**config.mk**
```make
export PLATFORM = sky130hd
export DESIGN_NAME = graph6_record_decoder
export DESIGN_NICKNAME = d
export VERILOG_FILES = /design/src/rtl/core/gr6_pkg.sv /design/src/rtl/core/gr6_front.sv /design/src/rtl/core/gr6_queue.sv /design/src/rtl/core/gr6_back.sv /design/src/rtl/core/graph6_record_decoder.sv
export SDC_FILE = /design/constraint.sdc
export NUM_CORES = 1
export LEC_CHECK = 0
export BUFFER_PORTS_ARGS = -buffer_cell sky130_fd_sc_hd__buf_4
export CORE_MARGIN = 2
export CORE_UTILIZATION = 50
export DETAILED_ROUTE_END_ITERATION = 6
export PLACE_DENSITY_LB_ADDON = 0.25
export SYNTH_ARGS = -nofsm -noshare
export SYNTH_HDL_FRONTEND = slang
export SYNTH_SLANG_ARGS = --single-unit
```
**constraint.sdc**
```tcl
create_clock -name i_clk -period 9.25 [get_ports i_clk]
set_input_delay 0.925 -clock i_clk [delete_from_list [all_inputs] [get_ports i_clk]]
set_output_delay 0.925 -clock i_clk [all_outputs]
set_load 0.05 [all_outputs]
```
**src/rtl/core/gr6_pkg.sv**
```systemverilog
`timescale 1ns / 1ps

package gr6_pkg;

    localparam logic [7:0] BYTE_LF     = 8'd10;
    localparam logic [7:0] BYTE_CR     = 8'd13;
    localparam logic [7:0] BYTE_BIAS   = 8'd63;
    localparam logic [7:0] BYTE_LONG   = 8'd126;
    localparam logic [3:0] PREFIX_LEN  = 4'd10;
    localparam logic [2:0] BITS_PER_CH = 3'd6;

    typedef enum logic [2:0] {
        ST_OK      = 3'd0,
        ST_EMPTY   = 3'd1,
        ST_INVALID = 3'd2,
        ST_LENGTH  = 3'd3,
        ST_PADDING = 3'd4
    } t_status;

    typedef enum logic {
        KIND_EDGE = 1'b0,
        KIND_END  = 1'b1
    } t_kind;

    // One queue entry: either a block of adjacency bits or the end of a record.
    typedef struct packed {
        logic       is_end;
        logic [5:0] word;
        logic [2:0] nbits;
        logic [5:0] vcount;
        t_status    status;
    } t_cmd;

    // Characters of the optional ">>graph6<<" record prefix.
    function automatic logic [7:0] prefix_char(input logic [3:0] idx);
        logic [7:0] c;
        case (idx)
            4'd0:    c = 8'd62;
            4'd1:    c = 8'd62;
            4'd2:    c = 8'd103;
            4'd3:    c = 8'd114;
            4'd4:    c = 8'd97;
            4'd5:    c = 8'd112;
            4'd6:    c = 8'd104;
            4'd7:    c = 8'd54;
            4'd8:    c = 8'd60;
            4'd9:    c = 8'd60;
            default: c = 8'd0;
        endcase
        return c;
    endfunction

endpackage

```
**src/rtl/core/gr6_front.sv**
```systemverilog
`timescale 1ns / 1ps

module gr6_front (
    input  logic             i_clk,
    input  logic             i_rst_n,
    input  logic             i_valid,
    input  logic [7:0]       i_in_byte,
    input  logic             i_full,
    output logic             o_push,
    output gr6_pkg::t_cmd    o_cmd
);

    logic [3:0]       r_pp,      n_pp;
    logic             r_cr,      n_cr;
    logic             r_ord,     n_ord;
    logic [5:0]       r_n,       n_n;
    logic [10:0]      r_bits,    n_bits;
    logic             r_extra,   n_extra;
    logic             r_pad_bad, n_pad_bad;
    gr6_pkg::t_status r_err,     n_err;

    logic             accept;
    logic             byte_ok;
    logic [7:0]       byte_off;
    logic [5:0]       word;
    logic [11:0]      pairs;
    logic [2:0]       nb;
    gr6_pkg::t_status err_v;
    gr6_pkg::t_status end_st;

    assign accept   = i_valid & ~i_full;
    assign byte_ok  = i_in_byte inside {[8'd63:8'd126]};
    assign byte_off = i_in_byte - gr6_pkg::BYTE_BIAS;
    assign word     = byte_off[5:0];
    assign pairs    = {6'd0, word} * {6'd0, word - 6'd1};
    assign nb       = (r_bits >= 11'(gr6_pkg::BITS_PER_CH)) ? gr6_pkg::BITS_PER_CH
                                                             : r_bits[2:0];

    always_comb begin
        if (r_err != gr6_pkg::ST_OK) begin
            end_st = r_err;
        end else if (r_pp != 4'd0 && r_pp != gr6_pkg::PREFIX_LEN) begin
            end_st = gr6_pkg::ST_INVALID;
        end else if (!r_ord) begin
            end_st = gr6_pkg::ST_EMPTY;
        end else if (r_bits != 11'd0 || r_extra) begin
            end_st = gr6_pkg::ST_LENGTH;
        end else if (r_pad_bad) begin
            end_st = gr6_pkg::ST_PADDING;
        end else begin
            end_st = gr6_pkg::ST_OK;
        end
    end

    always_comb begin
        n_pp      = r_pp;
        n_cr      = r_cr;
        n_ord     = r_ord;
        n_n       = r_n;
        n_bits    = r_bits;
        n_extra   = r_extra;
        n_pad_bad = r_pad_bad;
        n_err     = r_err;
        err_v     = r_err;
        o_push    = 1'b0;
        o_cmd     = '0;
        if (accept) begin
            if (i_in_byte == gr6_pkg::BYTE_LF) begin
                o_push       = 1'b1;
                o_cmd.is_end = 1'b1;
                o_cmd.vcount = r_ord ? r_n : 6'd0;
                o_cmd.status = end_st;
                n_pp         = 4'd0;
                n_cr         = 1'b0;
                n_ord        = 1'b0;
                n_n          = 6'd0;
                n_bits       = 11'd0;
                n_extra      = 1'b0;
                n_pad_bad    = 1'b0;
                n_err        = gr6_pkg::ST_OK;
            end else begin
                // A held carriage return that is not followed by the newline is a bad byte.
                if (r_cr && err_v == gr6_pkg::ST_OK) begin
                    err_v = gr6_pkg::ST_INVALID;
                end
                n_cr = 1'b0;
                if (i_in_byte == gr6_pkg::BYTE_CR) begin
                    n_cr = 1'b1;
                end else if (err_v == gr6_pkg::ST_OK) begin
                    if (!r_ord) begin
                        if (r_pp != gr6_pkg::PREFIX_LEN
                            && i_in_byte == gr6_pkg::prefix_char(r_pp)) begin
                            n_pp = r_pp + 4'd1;
                        end else if (r_pp != 4'd0 && r_pp != gr6_pkg::PREFIX_LEN) begin
                            err_v = gr6_pkg::ST_INVALID;
                        end else if (i_in_byte == gr6_pkg::BYTE_LONG) begin
                            err_v = gr6_pkg::ST_EMPTY;
                        end else if (!byte_ok) begin
                            err_v = gr6_pkg::ST_INVALID;
                        end else begin
                            n_n    = word;
                            n_ord  = 1'b1;
                            n_bits = pairs[11:1];
                        end
                    end else if (!byte_ok) begin
                        err_v = gr6_pkg::ST_INVALID;
                    end else if (r_bits == 11'd0) begin
                        n_extra = 1'b1;
                    end else begin
                        o_push      = 1'b1;
                        o_cmd.word  = word & ~(6'h3F >> nb);
                        o_cmd.nbits = nb;
                        n_bits      = r_bits - 11'(nb);
                        n_pad_bad   = |(word & (6'h3F >> nb));
                    end
                end
                n_err = err_v;
            end
        end
    end

    always_ff @(posedge i_clk) begin
        if (!i_rst_n) begin
            r_pp      <= 4'd0;
            r_cr      <= 1'b0;
            r_ord     <= 1'b0;
            r_n       <= 6'd0;
            r_bits    <= 11'd0;
            r_extra   <= 1'b0;
            r_pad_bad <= 1'b0;
            r_err     <= gr6_pkg::ST_OK;
        end else begin
            r_pp      <= n_pp;
            r_cr      <= n_cr;
            r_ord     <= n_ord;
            r_n       <= n_n;
            r_bits    <= n_bits;
            r_extra   <= n_extra;
            r_pad_bad <= n_pad_bad;
            r_err     <= n_err;
        end
    end

endmodule

```
**src/rtl/core/gr6_queue.sv**
```systemverilog
`timescale 1ns / 1ps

module gr6_queue #(
    parameter int DEPTH = 4
) (
    input  logic          i_clk,
    input  logic          i_rst_n,
    input  logic          i_push,
    input  gr6_pkg::t_cmd i_cmd,
    input  logic          i_pop,
    output gr6_pkg::t_cmd o_cmd,
    output logic          o_full,
    output logic          o_empty
);

    localparam int AW = (DEPTH > 1) ? $clog2(DEPTH) : 1;
    localparam int CW = $clog2(DEPTH + 1);

    gr6_pkg::t_cmd r_mem [DEPTH];
    logic [AW-1:0] r_wr,  n_wr;
    logic [AW-1:0] r_rd,  n_rd;
    logic [CW-1:0] r_cnt, n_cnt;

    assign o_full  = (r_cnt == CW'(DEPTH));
    assign o_empty = (r_cnt == '0);
    assign o_cmd   = r_mem[r_rd];

    always_comb begin
        n_wr  = r_wr;
        n_rd  = r_rd;
        n_cnt = r_cnt;
        if (i_push) begin
            n_wr = (r_wr == AW'(DEPTH - 1)) ? '0 : r_wr + AW'(1);
        end
        if (i_pop) begin
            n_rd = (r_rd == AW'(DEPTH - 1)) ? '0 : r_rd + AW'(1);
        end
        if (i_push && !i_pop) begin
            n_cnt = r_cnt + CW'(1);
        end else if (!i_push && i_pop) begin
            n_cnt = r_cnt - CW'(1);
        end
    end

    always_ff @(posedge i_clk) begin
        if (i_push) begin
            r_mem[r_wr] <= i_cmd;
        end
    end

    always_ff @(posedge i_clk) begin
        if (!i_rst_n) begin
            r_wr  <= '0;
            r_rd  <= '0;
            r_cnt <= '0;
        end else begin
            r_wr  <= n_wr;
            r_rd  <= n_rd;
            r_cnt <= n_cnt;
        end
    end

endmodule

```
**src/rtl/core/gr6_back.sv**
```systemverilog
`timescale 1ns / 1ps

module gr6_back (
    input  logic          i_clk,
    input  logic          i_rst_n,
    input  gr6_pkg::t_cmd i_cmd,
    input  logic          i_empty,
    output logic          o_pop,
    input  logic          i_stall,
    output logic          o_valid,
    output logic          o_kind,
    output logic [5:0]    o_lower_vertex,
    output logic [5:0]    o_upper_vertex,
    output logic [5:0]    o_vertex_count,
    output logic [2:0]    o_status,
    output logic          o_run_last
);

    logic       r_busy,  n_busy;
    logic [5:0] r_word,  n_word;
    logic [2:0] r_nleft, n_nleft;
    logic [5:0] r_row,   n_row;
    logic [5:0] r_col,   n_col;
    logic       r_ovalid, n_ovalid;
    logic       r_kind,  n_kind;
    logic [5:0] r_lo,    n_lo;
    logic [5:0] r_hi,    n_hi;
    logic [5:0] r_vc,    n_vc;
    logic [2:0] r_st,    n_st;
    logic       r_last,  n_last;

    logic       out_ready;
    logic       step;
    logic       finish;
    logic       take_end;
    logic       take_data;
    logic       emit_edge;
    logic [5:0] row_inc;

    assign out_ready = ~r_ovalid | ~i_stall;
    assign step      = r_busy & out_ready;
    assign finish    = step & (r_nleft == 3'd1);
    assign take_end  = ~i_empty & i_cmd.is_end & ~r_busy & out_ready;
    assign take_data = ~i_empty & ~i_cmd.is_end & (~r_busy | finish);
    assign o_pop     = take_end | take_data;
    assign emit_edge = step & r_word[5];
    assign row_inc   = r_row + 6'd1;

    always_comb begin
        n_busy  = r_busy;
        n_word  = r_word;
        n_nleft = r_nleft;
        n_row   = r_row;
        n_col   = r_col;
        if (step) begin
            n_word  = {r_word[4:0], 1'b0};
            n_nleft = r_nleft - 3'd1;
            n_busy  = ~finish;
            // Bits walk the upper triangle column by column.
            if (row_inc >= r_col) begin
                n_row = 6'd0;
                n_col = r_col + 6'd1;
            end else begin
                n_row = row_inc;
            end
        end
        if (take_data) begin
            n_busy  = 1'b1;
            n_word  = i_cmd.word;
            n_nleft = i_cmd.nbits;
        end
        if (take_end) begin
            n_row = 6'd0;
            n_col = 6'd1;
        end
    end

    always_comb begin
        n_ovalid = r_ovalid;
        n_kind   = r_kind;
        n_lo     = r_lo;
        n_hi     = r_hi;
        n_vc     = r_vc;
        n_st     = r_st;
        n_last   = r_last;
        if (out_ready) begin
            n_ovalid = emit_edge | take_end;
            if (emit_edge) begin
                n_kind = gr6_pkg::KIND_EDGE;
                n_lo   = r_row;
                n_hi   = r_col;
                n_vc   = 6'd0;
                n_st   = gr6_pkg::ST_OK;
                // Unused bits were cleared on entry, so this is the beat's last edge.
                n_last = ~|r_word[4:0];
            end else if (take_end) begin
                n_kind = gr6_pkg::KIND_END;
                n_lo   = 6'd0;
                n_hi   = 6'd0;
                n_vc   = i_cmd.vcount;
                n_st   = i_cmd.status;
                n_last = 1'b1;
            end
        end
    end

    always_ff @(posedge i_clk) begin
        if (!i_rst_n) begin
            r_busy   <= 1'b0;
            r_nleft  <= 3'd0;
            r_row    <= 6'd0;
            r_col    <= 6'd1;
            r_ovalid <= 1'b0;
        end else begin
            r_busy   <= n_busy;
            r_nleft  <= n_nleft;
            r_row    <= n_row;
            r_col    <= n_col;
            r_ovalid <= n_ovalid;
        end
    end

    always_ff @(posedge i_clk) begin
        r_word <= n_word;
        r_kind <= n_kind;
        r_lo   <= n_lo;
        r_hi   <= n_hi;
        r_vc   <= n_vc;
        r_st   <= n_st;
        r_last <= n_last;
    end

    assign o_valid        = r_ovalid;
    assign o_kind         = r_kind;
    assign o_lower_vertex = r_lo;
    assign o_upper_vertex = r_hi;
    assign o_vertex_count = r_vc;
    assign o_status       = r_st;
    assign o_run_last     = r_last;

endmodule

```
**src/rtl/core/graph6_record_decoder.sv**
```systemverilog
`timescale 1ns / 1ps

// Channel  Direction  Handshake           Payload
// input    in         i_valid / o_stall   i_in_byte
// output   out        o_valid / i_stall   o_kind, o_lower_vertex, o_upper_vertex,
//                                         o_vertex_count, o_status, o_run_last
//
// The front takes one byte per cycle while the queue is not full and queues
// work for the back. The back walks adjacency bits at one bit per cycle while
// the output is not stalled, so a data byte gives it up to six bits (fewer in the
// last byte of a record); a newline gives it an end beat, other bytes nothing.
// Reset is synchronous and active low; all record state and the queue clear at once.
// The input stalls only while the queue is full; the output register holds its beat
// while stalled and the back waits behind it.

module graph6_record_decoder #(
    parameter int QUEUE_DEPTH = 4
) (
    input  logic       i_clk,
    input  logic       i_rst_n,
    input  logic       i_valid,
    output logic       o_stall,
    input  logic [7:0] i_in_byte,
    output logic       o_valid,
    input  logic       i_stall,
    output logic       o_kind,
    output logic [5:0] o_lower_vertex,
    output logic [5:0] o_upper_vertex,
    output logic [5:0] o_vertex_count,
    output logic [2:0] o_status,
    output logic       o_run_last
);

    logic          push;
    logic          pop;
    logic          full;
    logic          empty;
    gr6_pkg::t_cmd push_cmd;
    gr6_pkg::t_cmd head_cmd;

    assign o_stall = full;

    gr6_front u_front (
        .i_clk     (i_clk),
        .i_rst_n   (i_rst_n),
        .i_valid   (i_valid),
        .i_in_byte (i_in_byte),
        .i_full    (full),
        .o_push    (push),
        .o_cmd     (push_cmd)
    );

    gr6_queue #(
        .DEPTH (QUEUE_DEPTH)
    ) u_queue (
        .i_clk   (i_clk),
        .i_rst_n (i_rst_n),
        .i_push  (push),
        .i_cmd   (push_cmd),
        .i_pop   (pop),
        .o_cmd   (head_cmd),
        .o_full  (full),
        .o_empty (empty)
    );

    gr6_back u_back (
        .i_clk          (i_clk),
        .i_rst_n        (i_rst_n),
        .i_cmd          (head_cmd),
        .i_empty        (empty),
        .o_pop          (pop),
        .i_stall        (i_stall),
        .o_valid        (o_valid),
        .o_kind         (o_kind),
        .o_lower_vertex (o_lower_vertex),
        .o_upper_vertex (o_upper_vertex),
        .o_vertex_count (o_vertex_count),
        .o_status       (o_status),
        .o_run_last     (o_run_last)
    );

endmodule
```
==> metrics.csv, run 1 <==
metric,value,unit
status,finished clean,
Final Max Slew Viols,0,
first-pass GRT wire length,29400,um
Setup TNS,0,ps
initial DRC count,444,
Layout Skew,8.46,ps
GR Overflow Total,0,
Synth Area in Compound Gates,10.2,%
Synth top area share,35.3,%
slowest cell on the critical path,xor2_1,
row count,48,
vias in the first global route,6060,
clk_lat worst skew,430,ps
XOR/XNOR Fraction of Synth Area,3.04,%
number of hold violations in the final report,0,
clock slew at reported path FFs,60,ps
"commonest cells after routing, fill and taps aside","edfxtp_1, nor2_1, inv_1",
share of cells above drive strength 1,15.9,%
Post-Synth Adder-Cell Area,10.7,%
MaxCap Viol Count,0,
slew of the pin with the lowest slew margin,1020,ps
"wirelength, routed",18300,um
crit path capture type,register,
maximum fanout along the worst path,17,
period utilisation layout,66.6,%
Root Driver,clkbuf_16,
"most common cell after layout, fill and taps aside",edfxtp_1,
pin count of the biggest net entering global routing,32,
Remaining DRCs,0,
share of flip-flops with an asynchronous set or reset,0,%
Post-DP HPWL,13200,um
Die Wd,138,um
number of synthesized flops with an enable pin,105,
Avg Synthesized Cell Area,11.2,sq um
DR vias,6118,
Hold Buf Count CTS,0,
Biggest register,u_queue.r_mem,
simple-gate portion of the synthesized area,15.5,%
GP Congestion,0.897,
Initial Utilization,51.4,%
main combinational cell family by area after synthesis,simple AND/OR/NAND/NOR gates,
die area,18900,sq um
IO Count,37,
Antenna Violating Nets Remaining,0,
Synth warnings,0,
Fmax achieved,162,MHz
H-tree lvl count,4,
total area of sequential cells,4370,sq um
Multi-input gate area,4170,sq um
Setup CP Type,in -> reg,
WP data arrival,6490,ps
gr usage total,20.3,%
relative slew slack,31.6,%
Initial DRT Pass Iterations,5,
core area,17400,sq um
initial antenna violation count,0,
port bufs,36,
Clock Sinks,166,
Worst Path Required,9580,ps
Yosys top cell by area,edfxtp_1,
multiplexer share of the synthesized area,7.16,%
Yosys reg bits,166,
maximum VDD drop,199,uV
sequential fraction of the synthesis area,49.0,%
mapped cell area,8930,sq um
Regs by FF count,"u_queue.r_mem x76, u_front.r_bits x11",
Clock Path Buffers,2,
Layout Nets,910,
leakage,3.94,nW
CP Cell Sequence,buf_4 > ha_1 > nand3_1 > xor2_1 > inv_1 > or3_1 > ha_1 > or2_2 > fa_1 > fa_1 > fa_1 > inv_1 > ha_1 > nor2b_1 > o21ai_0 > a21oi_1 > o41ai_1 > xor2_1 > o21ai_0 > a211oi_1,
max reg flops,76,
Mapped Nets,877,
Die H,138,um
RSZ-0062 raised after global routing,no,
min Tclk post-route,6160,ps
Fillers,1432,
HP Class,reg -> reg,
fin util,57.5,%
# diodes,0,
final setup violation count,0,
Power Density,256,nW/um^2
TritonCTS clock tree,built,
TritonCTS Buffers,17,
crit-path max cell delay,580,ps
Yosys cell types,76,
synth top area cells,"edfxtp_1, dfxtp_1, ha_1, mux4_2, nor2_1",
routed wire length per instance,17.2,um
post_cts resized,0,
Mapped Cells,798,
Vias/cell,5.72,
postcts setup bufs,0,
Layout area overhead,11.9,%
Setup crit start kind,input pin,
ys flop type,edfxtp_1,
## final cells by class
type / instances / area share [%]
Multi-Input combinational cell: 537 / 41.7
Clock inverter: 14 / 1.49
Clock buffer: 18 / 4.40
Tap cell: 225 / 2.82
Timing Repair Buffer: 44 / 3.31
Inverter: 65 / 2.44
Sequential cell: 166 / 43.8
## stage by stage
step | cell area (sq um) | hold WS [ps] | instances | power, mW | setup WS [ps]
3_5_place_dp | 9400 | 472 | 1037 | 1.87 | 2620
4_1_cts | 9990 | 486 | 1069 | 2.57 | 3070
2_1_floorplan | 8930 | 450 | 798 | 1.64 | 3230
5_1_grt | 9990 | 510 | 1069 | 2.70 | 2780
3_3_place_gp | 9400 | 460 | 1037 | 1.84 | 2840
6_report | 9990 | 490 | 1069 | 2.55 | 3090
## synth_stat cells, types with 5 or more instances
master	number
or2_2	5
and3_1	22
xnor2_1	10
and2_1	15
a21oi_1	44
xor2_1	21
nand2_1	37
dfxtp_1	61
fa_1	16
mux2i_1	11
a31oi_1	5
clkbuf_1	18
nor2b_1	10
mux4_2	19
edfxtp_1	105
nand2b_1	6
nor2_1	86
ha_1	51
nand3_1	24
a211oi_1	10
nor3_1	20
inv_1	63
mux2_2	9
nor4_1	5
a21o_1	10
o21ai_0	22
## power breakdown
| group | internal, mW | switching [mW] |
|---|---|---|
| combinational | 0.346 | 0.555 |
| sequential | 0.889 | 0.0635 |
| clock | 0.407 | 0.294 |
| total | 1.64 | 0.912 |
## path summary, 6_finish.rpt
check	from	end	slack, ps	cells past startpoint
worst min register to register	u_back.r_row[5]$_SDFFE_PP0P_	u_back.r_row[5]$_SDFFE_PP0P_	490	2
worst max register to register	u_front.r_bits[4]$_SDFFE_PN0P_	u_queue.r_cnt[2]$_SDFFE_PN0P_	5910	12
worst max-delay path	i_in_byte[0]	u_front.r_bits[10]$_SDFFE_PN0P_	3090	20
worst min-delay path	u_back.r_row[5]$_SDFFE_PP0P_	u_back.r_row[5]$_SDFFE_PP0P_	490	2
## worst max-delay path, delay by kind of cell
| kind | cells | cell delay [ps] |
|---|---|---|
| buffers and inverters | 3 | 400 |
| AO/OA/AOI/OAI | 5 | 960 |
| AND/OR/NAND/NOR | 4 | 980 |
| XOR/XNOR | 2 | 770 |
| adder cells (fa/ha/maj) | 6 | 2460 |
## metal layers
metal / global-route usage [%] / up-vias / share of wire [%]
li1: - / 2932 / -
met1: 25.0 / 2970 / 44
met5: 0 / - / 0
met3: 4.27 / 42 / 3.8
met4: 7.50 / 0 / 2.1
met2: 35.2 / 174 / 50
## cell families after synthesis
kind of cell               Yosys count
xor gates and xnor gates            31
and+or+nand+nor                    263
muxes                               39
DFF                                166
other                                1
buffers and inverters               95
AOI/OAI and AO/OA                  136
adders and majority gates           67
Power figures use the tool's default switching activity.
==> run 2, diff against run 1 <==
==> constraint.sdc (replaced) <==
create_clock -name i_clk -period 6.1 [get_ports i_clk]
set_input_delay 0.61 -clock i_clk [delete_from_list [all_inputs] [get_ports i_clk]]
set_output_delay 0.61 -clock i_clk [all_outputs]
set_load 0.05 [all_outputs]
==> metrics.csv, run 2 (synthesis results as in run 1) <==
metric,value,unit,change
Crit path top cell by count,ha_1,,
status,finished clean,,
Biggest register,u_queue.r_mem,,
row count,48,,unchanged
Antenna Violating Nets Remaining,0,,unchanged
TritonCTS Buffers,17,,unchanged
RSZ-0062 raised after global routing,no,,
Setup WS post-layout,660,ps,-2430 ps
clk_lat worst skew,430,ps,about the same
number of hold violations in the final report,0,,unchanged
Setup crit start kind,input pin,,
Root Driver,clkbuf_16,,
HP Class,reg -> reg,,
relative slew slack,35.6,%,+4.0 points
Setup CP Type,in -> reg,,
reg2reg path depth,12,,unchanged
met1 usage,25.5,%,+0.52 points
Initial DRT Pass Iterations,5,,unchanged
Setup TNS,0,ps,unchanged
slew of the pin with the lowest slew margin,964,ps,-61.1 ps
Layout Skew,8.97,ps,+0.512 ps
min Tclk post-route,5440,ps,
GR met2 Demand/Resource,34.2,%,-0.91 points
crit-path max cell delay,540,ps,-40 ps
postcts setup bufs,0,,unchanged
die area,18900,sq um,unchanged
crit path capture type,register,,
core area,17400,sq um,unchanged
leakage,3.95,nW,+0.16%
MaxCap Viol Count,0,,unchanged
Initial Utilization,51.4,%,unchanged
R2R Path End,u_queue.r_cnt[2]$_SDFFE_PN0P_,,
initial antenna violation count,0,,unchanged
"wirelength, routed",17900,um,-2.6%
Power Density,383,nW/um^2,+50%
clock slew at reported path FFs,60,ps,about the same
met3 Track Usage GR,4.56,%,+0.29 points
post_cts resized,0,,unchanged
Clock Path Buffers,2,,unchanged
port bufs,36,,unchanged
Die Wd,138,um,unchanged
CP Cell Sequence,buf_4 > ha_1 > inv_1 > ha_1 > nand3_1 > or3_1 > ha_1 > or2_2 > fa_1 > fa_1 > fa_1 > inv_1 > ha_1 > nor2b_1 > o21ai_0 > a21oi_1 > o41ai_1 > xor2_1 > o21ai_0 > a211oi_1,,
Layout area overhead,12.0,%,
# diodes,0,,unchanged
Clock Sinks,166,,unchanged
vias in the first global route,6052,,-0.13%
Fmax achieved,184,MHz,
"setup slack, reg-to-reg",2760,ps,-3150 ps
Regs by FF count,"u_queue.r_mem x76, u_front.r_bits x11",,
Final Max Slew Viols,0,,unchanged
"most common cell after layout, fill and taps aside",edfxtp_1,,
Multi-input gate area,4170,sq um,unchanged
IO Count,37,,unchanged
Fillers,1382,,-3.5%
maximum fanout along the worst path,17,,unchanged
first-pass GRT wire length,29500,um,+0.26%
total area of sequential cells,4370,sq um,unchanged
Worst R2R Start,u_front.r_bits[4]$_SDFFE_PN0P_,,
initial DRC count,586,,+32%
Post-DP HPWL,12800,um,-2.9%
max reg flops,76,,unchanged
period utilisation layout,89.2,%,
GP Congestion,0.910,,+1.4%
Vias/cell,5.74,,+0.33%
TritonCTS clock tree,built,,
routed wire length per instance,16.6,um,-3.0%
pre-CTS setup slack,237,ps,-2390 ps
WP data arrival,5770,ps,-720 ps
Worst Path Required,6430,ps,-3150 ps
maximum VDD drop,205,uV,+3.2%
crit path to,u_front.r_bits[10]$_SDFFE_PN0P_,,
Die H,138,um,unchanged
DR vias,6161,,+0.70%
Remaining DRCs,0,,unchanged
gr usage total,20.2,%,-0.15 points
Hold Buf Count CTS,0,,unchanged
critical path launch point,i_in_byte[0],,
final setup violation count,0,,unchanged
GR Overflow Total,0,,unchanged
pin count of the biggest net entering global routing,32,,unchanged
slowest cell on the critical path,fa_1,,
Layout Nets,914,,+0.44%
H-tree lvl count,4,,unchanged
"commonest cells after routing, fill and taps aside","edfxtp_1, nor2_1, inv_1",,
Top Usage Layer GRT,met2,,
share of cells above drive strength 1,16.2,%,+0.28 points
## run 2: cell count changes in the layout (fill, tap and decap cells not counted), sizes merged
cell    change
inv         +1
buf         +4
clkinv      +1
bufinv      -1
clkbuf      -1
## run 2: worst max-delay path: cells and delay by family
kind                     cells  cell delay, ps
AO/OA/AOI/OAI                5             990
XOR/XNOR                     1             190
adder cells (fa/ha/maj)      7            2750
buffers and inverters        3             340
AND/OR/NAND/NOR              4             900
## run 2: per-stage QoR
step / hold WS, ps / power [mW] / cell area [sq um] / instances / util (%)
after global placement: 458 / 2.78 / 9430 / 1041 / 54.3
after floorplan: 450 / 2.49 / 8930 / 798 / -
after global routing: 502 / 4.05 / 10000 / 1073 / 57.6
after detailed placement: 476 / 2.82 / 9430 / 1041 / 54.3
after CTS: 485 / 3.85 / 10000 / 1073 / 57.6
final: 489 / 3.83 / 10000 / 1073 / 57.6
## run 2: layout make-up
class	instances	share of cell area (%)
Inverter	65	2.44
Clock buffer	17	4.25
Sequential cell	166	43.7
Multi-Input combinational cell	537	41.7
Clock inverter	15	1.45
Timing Repair Buffer	48	3.60
Tap cell	225	2.82
## run 2: worst min path at each step
stage                                   startpoint  cells past startpoint  slack [ps]                              to
CTS                 u_front.r_pad_bad$_SDFFE_PN0P_                      2         490  u_front.r_pad_bad$_SDFFE_PN0P_
detailed placement  u_front.r_pad_bad$_SDFFE_PN0P_                      2         480  u_front.r_pad_bad$_SDFFE_PN0P_
floorplan             u_queue.r_rd[1]$_SDFFE_PN0N_                      2         450                        register
finish                u_back.r_row[1]$_SDFFE_PP0P_                      2         490    u_back.r_row[1]$_SDFFE_PP0P_
global route        u_front.r_pad_bad$_SDFFE_PN0P_                      2         500  u_front.r_pad_bad$_SDFFE_PN0P_
global placement      u_queue.r_rd[1]$_SDFFE_PN0N_                      2         460                        register
## run 2: report_power, final
group          internal (mW)  switching, mW  total [mW]
Sequential              1.35         0.0914        1.44
Combinational          0.526          0.839        1.37
Clock                  0.570          0.455        1.02
Total                   2.44           1.39        3.83
## run 2: per-layer routing
layer  part of all wire [%]  routed length (um)
met4                    2.0                 352
met5                      0                   0
met3                    5.0                 892
met2                     50                8920
met1                     43                7690
